## src/design/edf_pkg.sv

```systemverilog
// ----------------------------------------------------------------------------
// edf_pkg
// Types, codes and constants for the EDF slack task scheduler.
// ----------------------------------------------------------------------------
package edf_pkg;

  localparam int TASK_SLOTS = 8;
  localparam int IDX_W      = $clog2(TASK_SLOTS);
  localparam int CNT_W      = $clog2(TASK_SLOTS + 1);

  localparam logic [7:0]  PRIO_IDLE  = 8'd0;
  localparam logic [7:0]  PRIO_LOW   = 8'd1;
  localparam logic [7:0]  PRIO_TOP   = 8'd255;
  localparam logic [31:0] SLACK_NONE = 32'h7FFF_FFFF;

  localparam logic [1:0] MODE_READY   = 2'd0;
  localparam logic [1:0] MODE_BLOCKED = 2'd2;

  localparam logic [2:0] OP_TICK     = 3'd0;
  localparam logic [2:0] OP_CREATE   = 3'd1;
  localparam logic [2:0] OP_SETPRIO  = 3'd2;
  localparam logic [2:0] OP_OVERRIDE = 3'd3;
  localparam logic [2:0] OP_DISPATCH = 3'd4;
  localparam logic [2:0] OP_CLEAR    = 3'd5;
  // unassigned codes, answered with an empty beat
  localparam logic [2:0] OP_SPARE6   = 3'd6;
  localparam logic [2:0] OP_SPARE7   = 3'd7;

  typedef struct packed {
    logic [2:0]  op;
    logic [2:0]  task_index;
    logic [31:0] period;
    logic [30:0] deadline;
    logic [7:0]  priority_req;
  } in_item_t;

  typedef struct packed {
    logic [2:0]  chosen_task;
    logic        chosen_valid;
    logic signed [31:0] chosen_slack;
    logic [31:0] run_count;
  } out_item_t;

  typedef enum logic [2:0] {
    ST_IDLE,
    ST_SCAN,
    ST_FINISH,
    ST_CLEAR,
    ST_OUT
  } state_t;

  // per-slot status handed from sequencer to scan unit
  typedef struct packed {
    logic [1:0]  mode;
    logic [7:0]  prio;
    logic [31:0] slack;
  } slot_view_t;

  // scan unit result
  typedef struct packed {
    logic             found;
    logic [IDX_W-1:0] win;
    logic [31:0]      best_slack;
    logic [7:0]       best_prio;
  } scan_t;

endpackage

```

## src/design/edf_slack_task_scheduler_top.sv

```systemverilog
// ----------------------------------------------------------------------------
// edf_slack_task_scheduler_top
// EDF scheduler with slack boost over a table of TASK_SLOTS periodic tasks.
// ----------------------------------------------------------------------------
// Flow: tick and dispatch walk the table in ST_SCAN, one slot per cycle through the
// shared compare unit, then pick in ST_FINISH and set out_valid from ST_OUT; clear
// walks the table in ST_CLEAR before ST_OUT; the other ops and a locked tick go to ST_OUT.
// One item at a time; in_ready low while an item is at work or its result waits,
// so the next beat is taken the cycle after the result beat leaves.
// Reset (synchronous, rst_n low) empties time, count and lock, then a clearing pass
// in ST_CLEAR zeroes the table with in_ready low and no result beat.
module edf_slack_task_scheduler_top (
  input  logic                clk,
  input  logic                rst_n,
  input  logic                in_valid,
  output logic                in_ready,
  input  edf_pkg::in_item_t   in_data,
  output logic                out_valid,
  input  logic                out_ready,
  output edf_pkg::out_item_t  out_data
);

  localparam int N = edf_pkg::TASK_SLOTS;
  localparam int IW = edf_pkg::IDX_W;

  logic [31:0] per_r [N];
  logic [30:0] dl_r  [N];
  logic [31:0] rel_r [N];
  logic [31:0] slk_r [N];
  logic [7:0]  pri_r [N];
  logic [1:0]  mode_r[N];
  logic [31:0] runs_r[N];

  logic [31:0] now_r;
  logic        lock_r;
  logic [edf_pkg::CNT_W-1:0] cnt_r;

  edf_pkg::state_t   st_r, st_nxt;
  edf_pkg::in_item_t item_r;
  logic [IW:0]       ptr_r;
  edf_pkg::out_item_t od_r;
  logic              ov_r;
  logic              init_r;

  wire accept = in_valid && in_ready;
  wire [IW-1:0] pi = ptr_r[IW-1:0];
  wire ptr_in = ({{(32-IW-1){1'b0}}, ptr_r} < {{(32-edf_pkg::CNT_W){1'b0}}, cnt_r});
  wire ptr_end = (ptr_r == (IW+1)'(N));

  // per-slot tick update, computed for the slot under the pointer
  logic        rel_due;
  logic [31:0] rel_new;
  logic [1:0]  mode_new;
  logic [31:0] slk_new;
  edf_pkg::slot_view_t view;
  edf_pkg::scan_t      sres;
  logic scan_start, scan_step, by_prio;

  always_comb begin
    rel_due  = (now_r - rel_r[pi]) >= per_r[pi];
    rel_new  = rel_due ? now_r : rel_r[pi];
    mode_new = rel_due ? edf_pkg::MODE_READY : mode_r[pi];
    slk_new  = {1'b0, dl_r[pi]} - (now_r - rel_new);
    if (by_prio) begin
      view.mode  = mode_r[pi];
      view.prio  = pri_r[pi];
      view.slack = slk_r[pi];
    end else begin
      view.mode  = mode_new;
      view.prio  = pri_r[pi];
      view.slack = slk_new;
    end
  end

  assign by_prio    = (item_r.op == edf_pkg::OP_DISPATCH);
  assign scan_start = accept;
  assign scan_step  = (st_r == edf_pkg::ST_SCAN) && ptr_in && !ptr_end;

  edf_scan u_scan (
    .clk(clk), .rst_n(rst_n), .start(scan_start), .step(scan_step),
    .by_prio(by_prio), .idx(pi), .view(view), .res(sres)
  );

  assign in_ready  = (st_r == edf_pkg::ST_IDLE) && !ov_r;
  assign out_valid = ov_r;
  assign out_data  = od_r;

  // next state
  always_comb begin
    st_nxt = st_r;
    case (st_r)
      edf_pkg::ST_IDLE: begin
        if (accept) begin
          case (in_data.op)
            edf_pkg::OP_TICK: st_nxt = lock_r ? edf_pkg::ST_OUT : edf_pkg::ST_SCAN;
            edf_pkg::OP_DISPATCH: st_nxt = edf_pkg::ST_SCAN;
            edf_pkg::OP_CLEAR: st_nxt = edf_pkg::ST_CLEAR;
            default: st_nxt = edf_pkg::ST_OUT;
          endcase
        end
      end
      edf_pkg::ST_SCAN:   if (ptr_end) st_nxt = edf_pkg::ST_FINISH;
      edf_pkg::ST_FINISH: st_nxt = edf_pkg::ST_OUT;
      edf_pkg::ST_CLEAR:  if (ptr_end) st_nxt = init_r ? edf_pkg::ST_IDLE : edf_pkg::ST_OUT;
      edf_pkg::ST_OUT:    st_nxt = edf_pkg::ST_IDLE;
      default:            st_nxt = edf_pkg::ST_IDLE;
    endcase
  end

  always_ff @(posedge clk) begin
    if (!rst_n) begin
      st_r <= edf_pkg::ST_CLEAR;
      ptr_r <= '0;
      ov_r <= 1'b0;
      init_r <= 1'b1;
      now_r <= '0;
      lock_r <= 1'b0;
      cnt_r <= '0;
    end else begin
      st_r <= st_nxt;
      if (ov_r && out_ready) ov_r <= 1'b0;
      case (st_r)
        edf_pkg::ST_IDLE: begin
          ptr_r <= '0;
          if (accept) begin
            item_r <= in_data;
            if ((in_data.op == edf_pkg::OP_CREATE) && (cnt_r < edf_pkg::CNT_W'(N))) begin
              od_r <= '{chosen_task: 3'(cnt_r), chosen_valid: 1'b1,
                        chosen_slack: {1'b0, in_data.deadline}, run_count: 32'd0};
            end else begin
              od_r <= '0;
            end
            case (in_data.op)
              edf_pkg::OP_TICK: now_r <= now_r + 32'd1;
              edf_pkg::OP_CREATE: begin
                if (cnt_r < edf_pkg::CNT_W'(N)) begin
                  per_r[cnt_r[IW-1:0]]  <= in_data.period;
                  dl_r[cnt_r[IW-1:0]]   <= in_data.deadline;
                  rel_r[cnt_r[IW-1:0]]  <= '0;
                  slk_r[cnt_r[IW-1:0]]  <= {1'b0, in_data.deadline};
                  pri_r[cnt_r[IW-1:0]]  <= edf_pkg::PRIO_LOW;
                  mode_r[cnt_r[IW-1:0]] <= edf_pkg::MODE_READY;
                  runs_r[cnt_r[IW-1:0]] <= '0;
                  cnt_r <= cnt_r + 1'b1;
                end
              end
              edf_pkg::OP_SETPRIO: begin
                if ({1'b0, in_data.task_index} < 4'(cnt_r))
                  pri_r[in_data.task_index[IW-1:0]] <= in_data.priority_req;
              end
              edf_pkg::OP_OVERRIDE: begin
                lock_r <= 1'b1;
                for (int i = 0; i < N; i++) begin
                  if (i < int'(cnt_r)) begin
                    if (in_data.task_index == 3'(i)) begin
                      pri_r[i]  <= edf_pkg::PRIO_TOP;
                      mode_r[i] <= edf_pkg::MODE_READY;
                    end else begin
                      pri_r[i] <= edf_pkg::PRIO_IDLE;
                    end
                  end
                end
              end
              edf_pkg::OP_CLEAR: begin
                now_r <= '0;
                lock_r <= 1'b0;
                cnt_r <= '0;
              end
              default: ;
            endcase
          end
        end
        edf_pkg::ST_SCAN: begin
          if (!ptr_end) begin
            ptr_r <= ptr_r + 1'b1;
            if (ptr_in && !by_prio) begin
              rel_r[pi] <= rel_new;
              mode_r[pi] <= mode_new;
              if (mode_new == edf_pkg::MODE_READY) begin
                slk_r[pi] <= slk_new;
                pri_r[pi] <= edf_pkg::PRIO_LOW;
              end
            end
          end
        end
        edf_pkg::ST_FINISH: begin
          if (sres.found) begin
            od_r <= '{chosen_task: 3'(sres.win), chosen_valid: 1'b1,
                      chosen_slack: slk_r[sres.win],
                      run_count: by_prio ? runs_r[sres.win] + 32'd1 : 32'd0};
            if (by_prio) begin
              runs_r[sres.win] <= runs_r[sres.win] + 32'd1;
              mode_r[sres.win] <= edf_pkg::MODE_BLOCKED;
            end else begin
              pri_r[sres.win] <= edf_pkg::PRIO_TOP;
            end
          end
        end
        edf_pkg::ST_CLEAR: begin
          // one slot a cycle; after reset the final beat is suppressed
          if (!ptr_end) begin
            ptr_r <= ptr_r + 1'b1;
            per_r[pi] <= '0; dl_r[pi] <= '0; rel_r[pi] <= '0; slk_r[pi] <= '0;
            pri_r[pi] <= '0; mode_r[pi] <= edf_pkg::MODE_READY; runs_r[pi] <= '0;
          end else begin
            init_r <= 1'b0;
          end
        end
        edf_pkg::ST_OUT: begin
          ov_r <= 1'b1;
        end
        default: ;
      endcase
    end
  end

  // a result beat only leaves while nothing new is being taken
  assert property (@(posedge clk) disable iff (!rst_n) ov_r |-> !in_ready)
    else $error("input accepted with result pending");
  assert property (@(posedge clk) disable iff (!rst_n)
    (st_r == edf_pkg::ST_SCAN) |-> (ptr_r <= (IW+1)'(N)))
    else $error("scan pointer overrun");
  assert property (@(posedge clk) disable iff (!rst_n)
    (cnt_r <= edf_pkg::CNT_W'(N)))
    else $error("task count overflow");

endmodule

```

## src/design/edf_scan.sv

```systemverilog
// ----------------------------------------------------------------------------
// edf_scan
// Shared compare unit: tracks the running best over one slot per cycle.
// Tick mode keeps the smallest signed slack, dispatch the largest priority.
// ----------------------------------------------------------------------------
module edf_scan (
  input  logic                     clk,
  input  logic                     rst_n,
  input  logic                     start,
  input  logic                     step,
  input  logic                     by_prio,
  input  logic [edf_pkg::IDX_W-1:0] idx,
  input  edf_pkg::slot_view_t      view,
  output edf_pkg::scan_t           res
);

  edf_pkg::scan_t res_r, res_nxt;
  logic better;

  always_comb begin
    if (by_prio) begin
      better = (view.mode == edf_pkg::MODE_READY) && (view.prio > res_r.best_prio);
    end else begin
      better = (view.mode == edf_pkg::MODE_READY) &&
               ($signed(view.slack) < $signed(res_r.best_slack));
    end
  end

  always_comb begin
    res_nxt = res_r;
    if (start) begin
      res_nxt.found      = 1'b0;
      res_nxt.win        = '0;
      res_nxt.best_slack = edf_pkg::SLACK_NONE;
      res_nxt.best_prio  = edf_pkg::PRIO_IDLE;
    end else if (step && better) begin
      res_nxt.found      = 1'b1;
      res_nxt.win        = idx;
      res_nxt.best_slack = view.slack;
      res_nxt.best_prio  = view.prio;
    end
  end

  always_ff @(posedge clk) begin
    if (!rst_n) begin
      res_r.found <= 1'b0;
      res_r.win   <= '0;
    end else begin
      res_r.found <= res_nxt.found;
      res_r.win   <= res_nxt.win;
    end
    res_r.best_slack <= res_nxt.best_slack;
    res_r.best_prio  <= res_nxt.best_prio;
  end

  assign res = res_r;

endmodule

```

## config.mk

```make
export PLATFORM = sky130hd
export DESIGN_NAME = edf_slack_task_scheduler_top
export DESIGN_NICKNAME = d
export VERILOG_FILES = /design/src/design/edf_pkg.sv /design/src/design/edf_slack_task_scheduler_top.sv /design/src/design/edf_scan.sv
export SDC_FILE = /design/constraint.sdc
export NUM_CORES = 2
export LEC_CHECK = 0
export BUFFER_PORTS_ARGS = -buffer_cell sky130_fd_sc_hd__buf_2
export CAP_MARGIN = 10
export CORE_MARGIN = 3
export CORE_UTILIZATION = 60
export DETAILED_ROUTE_END_ITERATION = 8
export PLACE_DENSITY = 0.84
export SLEW_MARGIN = 20
export SYNTH_ARGS = -nofsm -noshare
export SYNTH_HDL_FRONTEND = slang
export SYNTH_SLANG_ARGS = --single-unit
```

## constraint.sdc

```tcl
create_clock -name clk -period 19.3 [get_ports clk]
set_input_delay 1.93 -clock clk [delete_from_list [all_inputs] [get_ports clk]]
set_output_delay 1.93 -clock clk [all_outputs]
set_load 0.02 [all_outputs]
```

## Word-level counts from Yosys, hierarchy flattened

Memories as Yosys holds them, arrays and structs flattened. A register that Yosys moved wholly into a read port is not among the register bits.
Index checks and enable logic that the tools add are counted.

| operators by class | value |
|---|---|
| $add $sub $neg | 7 |
| multipliers | 0 |
| divide/modulo/power cells | 0 |
| $lt $le $gt $ge | 14 |
| equal/unequal tests | 24 |
| shift operators | 0 |
| muxes and demuxes | 261 |
| bitwise gates (word level) | 13 |
| reduce and logical (&&, ||, !) cells | 54 |

Operators with widths:

| operator | count |
|---|---|
| two-way mux 32 bit | 9 |
| two-way mux 68 bit | 3 |
| two-way mux 1 bit | 172 |
| OR reduction 32 bit | 5 |
| case mux 68 bit (2 select lines) | 1 |
| two-way mux 3 bit | 41 |
| two-way mux 8 bit | 13 |
| adder 32 x 1 -> 32 bit, second input constant | 2 |
| case mux 32 bit (2 select lines) | 1 |
| subtractor 32 bit | 2 |
| two-way mux 42 bit | 1 |
| >= comparator 32 bit | 1 |
| < comparator 32 bit | 1 |
| OR reduction 8 bit | 4 |
| subtractor 31 x 32 -> 32 bit | 1 |
| two-way mux 31 bit | 1 |
| OR reduction 31 bit | 1 |
| equality test 3 bit, second input constant | 8 |
| two-way mux 2 bit | 12 |
| OR reduction 2 bit | 12 |
| equality test 3 x 2 -> 1 bit, second input constant | 6 |
| < comparator 3 x 4 -> 1 bit, first input constant | 4 |
| case mux 4 bit (2 select lines) | 2 |
| bitwise OR 1 bit | 12 |
| 24 further kinds | 58 |

| word-level totals | value |
|---|---|
| register bits after elaboration | 161 |
| latch bits | 0 |
| bits in writable memories | 1352 |
| ROM bits | 0 |
| output and inout port bits | 70 |
| logic and storage cells | 396 |
| memories kept | 7 |

Memory list:

| memory | depth | width | rd ports | clocked after memory_dff | wr ports | line | source |
|---|---|---|---|---|---|---|---|
| per_r | 8 | 32 | 1 | 1 | 1 | edf_slack_task_scheduler_top.sv:26 | `logic [31:0] per_r [N];` |
| rel_r | 8 | 32 | 1 | 1 | 1 | edf_slack_task_scheduler_top.sv:28 | `logic [31:0] rel_r [N];` |
| runs_r | 8 | 32 | 1 | 1 | 1 | edf_slack_task_scheduler_top.sv:32 | `logic [31:0] runs_r[N];` |
| slk_r | 8 | 32 | 2 | 2 | 1 | edf_slack_task_scheduler_top.sv:29 | `logic [31:0] slk_r [N];` |
| dl_r | 8 | 31 | 1 | 1 | 1 | edf_slack_task_scheduler_top.sv:27 | `logic [30:0] dl_r [N];` |
| pri_r | 8 | 8 | 1 | 1 | 8 | edf_slack_task_scheduler_top.sv:30 | `logic [7:0] pri_r [N];` |
| +1 memories | -- | -- | -- | -- | -- | -- |  |

## Longest topological paths before layout

| logic depth | value |
|---|---|
| depth in word-level cells | 19 |
| depth in mapped cells | 50 |
| gate-level depth less buffers | 42 |

## Hierarchy

A second synthesis with hierarchy kept.

| unflattened totals | value |
|---|---|
| cell total of the unflattened synthesis | 4176 |
| area total of the unflattened synthesis | 68254.2 um2 |

Modules (own cells, without submodules):

| module | times used | cells each | area each (um2) |
|---|---|---|---|
| edf_slack_task_scheduler_top | 1 | 3847 | 65441.5 |
| edf_scan | 1 | 329 | 2812.7 |

## Worst setup path after synthesis

OpenSTA, ideal clock, no wires.

| timing path | value |
|---|---|
| kind | register -> register |
| from | register with a tool-made name |
| to | register u_scan.res_r (netlist bit u_scan.res[8]) |
| arrival | 10.802 ns |
| required time | 19.170 ns |
| setup slack | 8.368 ns |
| stages on the path, launching flop included | 47 |
| buffers on the path | 7 |
| clock period less this slack | 10.932 ns |
| cells stage by stage | dfxtp_1 buf_2 clkbuf_1 buf_2 mux4_2 mux2_2 inv_1 ha_1 a21o_1 a21oi_1 o21ai_0 a311oi_1 o21ai_0 a41oi_1 o21ai_0 o221ai_1 xnor2_1 ha_1 [11 not listed] ha_1 a21o_1 a21o_1 a221o_1 a221oi_1 a21boi_0 or3_1 a31o_2 ha_1 nand3_1 nor4_1 or4_1 o31ai_1 a21oi_1 nor4b_2 clkbuf_1 mux2i_1 nand2_1 |

RTL lines:

| item | line | source |
|---|---|---|
| to (decl) | edf_scan.sv:17 | `edf_pkg::scan_t res_r, res_nxt;` |

==> reports/qor.yml <==
outcome:
  status: "finished, final reports clean"
logic_synthesis:
  ys_ff_latch: 1519
  synth_area_mm2: 0.0684
  synth_area_per_cell_um2: 16.2
  synthCells: 4223
  async_flop_share_pct: 0
  seq_area_frac_synth_pct: 64.9
  syn_nets: 4482
  synth_warnings: 0
  yosysUniqueCellTypes: 91
  synth-edff-count: 1399
  synth_ff_type: "edfxtp_1"
finish:
  fillers: 6961
  drive_gt1_share_pct: 22.3
  fin_cells: 6016
  final_common_cell: "edfxtp_1"
  final_net_count: 4648
  layout_common_cells: "1,399 x edfxtp_1, 402 x mux4_2, 308 x nand2_1, 206 x nor2_1, 161 x o21ai_0"
  synthToLayoutAreaGrowth_pct: 11.4
routing:
  num_vias: 40700
  wl_per_cell_um: 29.3
  drt_wl_total_um: 176000
  routed_via_density: 6.77
  drt_pass1_iterations: 8
  detail-route-antenna-nets: 0
  drtIter0Drc: 6158
  drc: 0
global_routing:
  overflow: 0
  grt_max_degree: 123
  grt_pass1_wl_um: 263000
  grt_usage_pct: 30.2
  antenna_found_initial: 8
  grt_pass1_vias: 41200
floorplanning:
  ios: 151
  core_mm2: 0.113
  rows: 123
  dieHeight_um: 344
  fp.dieArea_mm2: 0.118
  start_util_pct: 60.6
  dieWidth_um: 344
setup_path:
  end_kind: "register"
  critPathMaxFanout: 58
  crit_type: "register to register"
  start_kind: "register"
  arrival_ps: 14000
  slowest_delay_ps: 830
  cp.required_ps: 19930
  cp_slowest_cell: "buf_4"
sta:
  rsz0062_at_grt: "false"
  relSlewSlack_pct: 20.7
  hold_viol: 0
  fin_crit_sh_pct: 69.3
  clock.fmax_mhz: 74.8
  min_period_ps: 13370
  setup_viol: 0
  whs_ps: 477
  finalSetupTns_ps: 0
  tightest_slew_ps: 1180
  final_max_slew_viol_count: 0
  fin_skew_ps: 62.9
min_path:
  hp-class: "register to register"
clocking:
  cts_made_buffers: 150
  root_buffer: "clkbuf_16"
  cts_resized: 0
  clk_pin_slew_worst_paths_ps: 60
  postCtsSetupBuffers: 0
  cts_sinks: 1519
  clkLatencyLatePin_ps: 780
  cts_tree: "built"
  cts_hold_buf: 0
  cts.path.max_buffers: 3
  cts_htree_levels: 4
placement:
  dp_hpwl_um: 106000
  io_buffer_count: 150
  globalplace.congestion: 0.970
  place_inst: 5737
job:
  drv_cap: 0
power_and_ir_drop:
  p_per_area_mw_per_mm2: 118
  leakage_uw: 0.0257
  ir_worst_vdd_v: 0.0000879
-- routing by layer --
layer,track usage [%],share of wire (%),up-vias
met5,0,0.029,-
met3,7.47,11,522
met1,40.4,36,20500
li1,-,-,16900
met2,47.5,48,2852
met4,13.5,4.9,8
-- per-stage QoR --
step | util (%) | setup slack, ps | power (uW) | cell area, um2
6_report | 67.5 | 5930 | 9000 | 76200
5_1_grt | 67.5 | 5150 | 9290 | 76200
4_1_cts | 67.5 | 6130 | 8950 | 76200
3_5_place_dp | 63.0 | 6210 | 5940 | 71100
3_3_place_gp | 63.0 | 6510 | 5890 | 71100
2_1_floorplan | - | 8370 | 5300 | 68400
-- where the power goes --
part | internal, uW | switching (uW) | leakage, uW
logic | 824 | 1370 | 0.00943
clock network | 1740 | 1280 | 0.00247
registers | 3730 | 62.5 | 0.0138
total | 6290 | 2710 | 0.0257
-- final cells by class --
type	instances	area (um2)	share of cell area (%)
antenna	1	2.50	0.00328
clock buffer	190	4080	5.36
clock inverter	88	1010	1.33
inverter	147	552	0.724
multi-input combinational	2348	22900	30.1
sequential	1519	44400	58.3
tap	1500	1880	2.46
timing repair buffer	223	1330	1.74
-- cells in the mapped netlist, drive strengths merged (5+ instances only) --
cell	n	share of area, %
ha	146	2.7
o21bai	6	0.066
o21ai	176	1.3
nor3	49	0.36
o22ai	10	0.091
or2	5	0.046
a21o	50	0.55
a211oi	41	0.48
mux4	402	13
nor2b	26	0.24
a21oi	126	0.94
nor4b	5	0.10
clkbuf	132	0.72
o21a	18	0.20
nand4	21	0.19
a31oi	12	0.12
inv	147	0.81
nand3b	5	0.055
and2	101	0.92
and3	16	0.15
edfxtp	1399	61
nor3b	5	0.055
nand3	41	0.30
nor2	232	1.3
dfxtp	120	3.5
a22oi	6	0.073
mux2i	144	2.1
nand2	309	1.7
xor2	41	0.52
or4	5	0.055
fa	32	0.94
o31ai	8	0.095
nor4	18	0.20
buf	77	0.59
nand2b	16	0.15
mux2	74	1.2
o211ai	37	0.43
xnor2	76	0.97
or3	20	0.19
and4	6	0.077
-- logic make-up after synthesis --
| family | synth area share, % |
|---|---|
| AO/OA/AOI/OAI | 5.11 |
| flip-flops | 64.9 |
| buffers and inverters | 2.13 |
| AND/OR/NAND/NOR | 6.16 |
| multiplexers | 16.6 |
| adder cells (fa/ha/maj) | 3.61 |
| XOR/XNOR | 1.50 |
-- state kept, by name, summed over array words and instances, names as in the netlist, 44 cells and up, named ones only --
name / cells
slk_r: 256
u_scan.res: 44
per_r: 256
dl_r: 248
runs_r: 256
pri_r: 64
rel_r: 256
out_data: 68
-- critical path: cells and delay by family (launching register included) --
kind,cells,cell delay [ps]
multiplexers,3,1120
XOR/XNOR,1,90
AND/OR/NAND/NOR,12,2630
buffers and inverters,4,1610
adder cells (fa/ha/maj),5,1730
AO/OA/AOI/OAI,16,5140
flip-flops,1,810
-- path summary, 6_finish.rpt --
| path | from | to | slack [ps] | cells past startpoint |
|---|---|---|---|---|
| max | register | u_scan.res[8]$_SDFFE_PP1P_ | 5930 | 41 |
| min | init_r$_SDFFE_PN1P_ | init_r$_SDFFE_PN1P_ | 480 | 2 |
| max reg2reg | register | u_scan.res[8]$_SDFFE_PP1P_ | 5930 | 41 |
| min reg2reg | init_r$_SDFFE_PN1P_ | init_r$_SDFFE_PN1P_ | 480 | 2 |
Power figures use the tool's default switching activity.
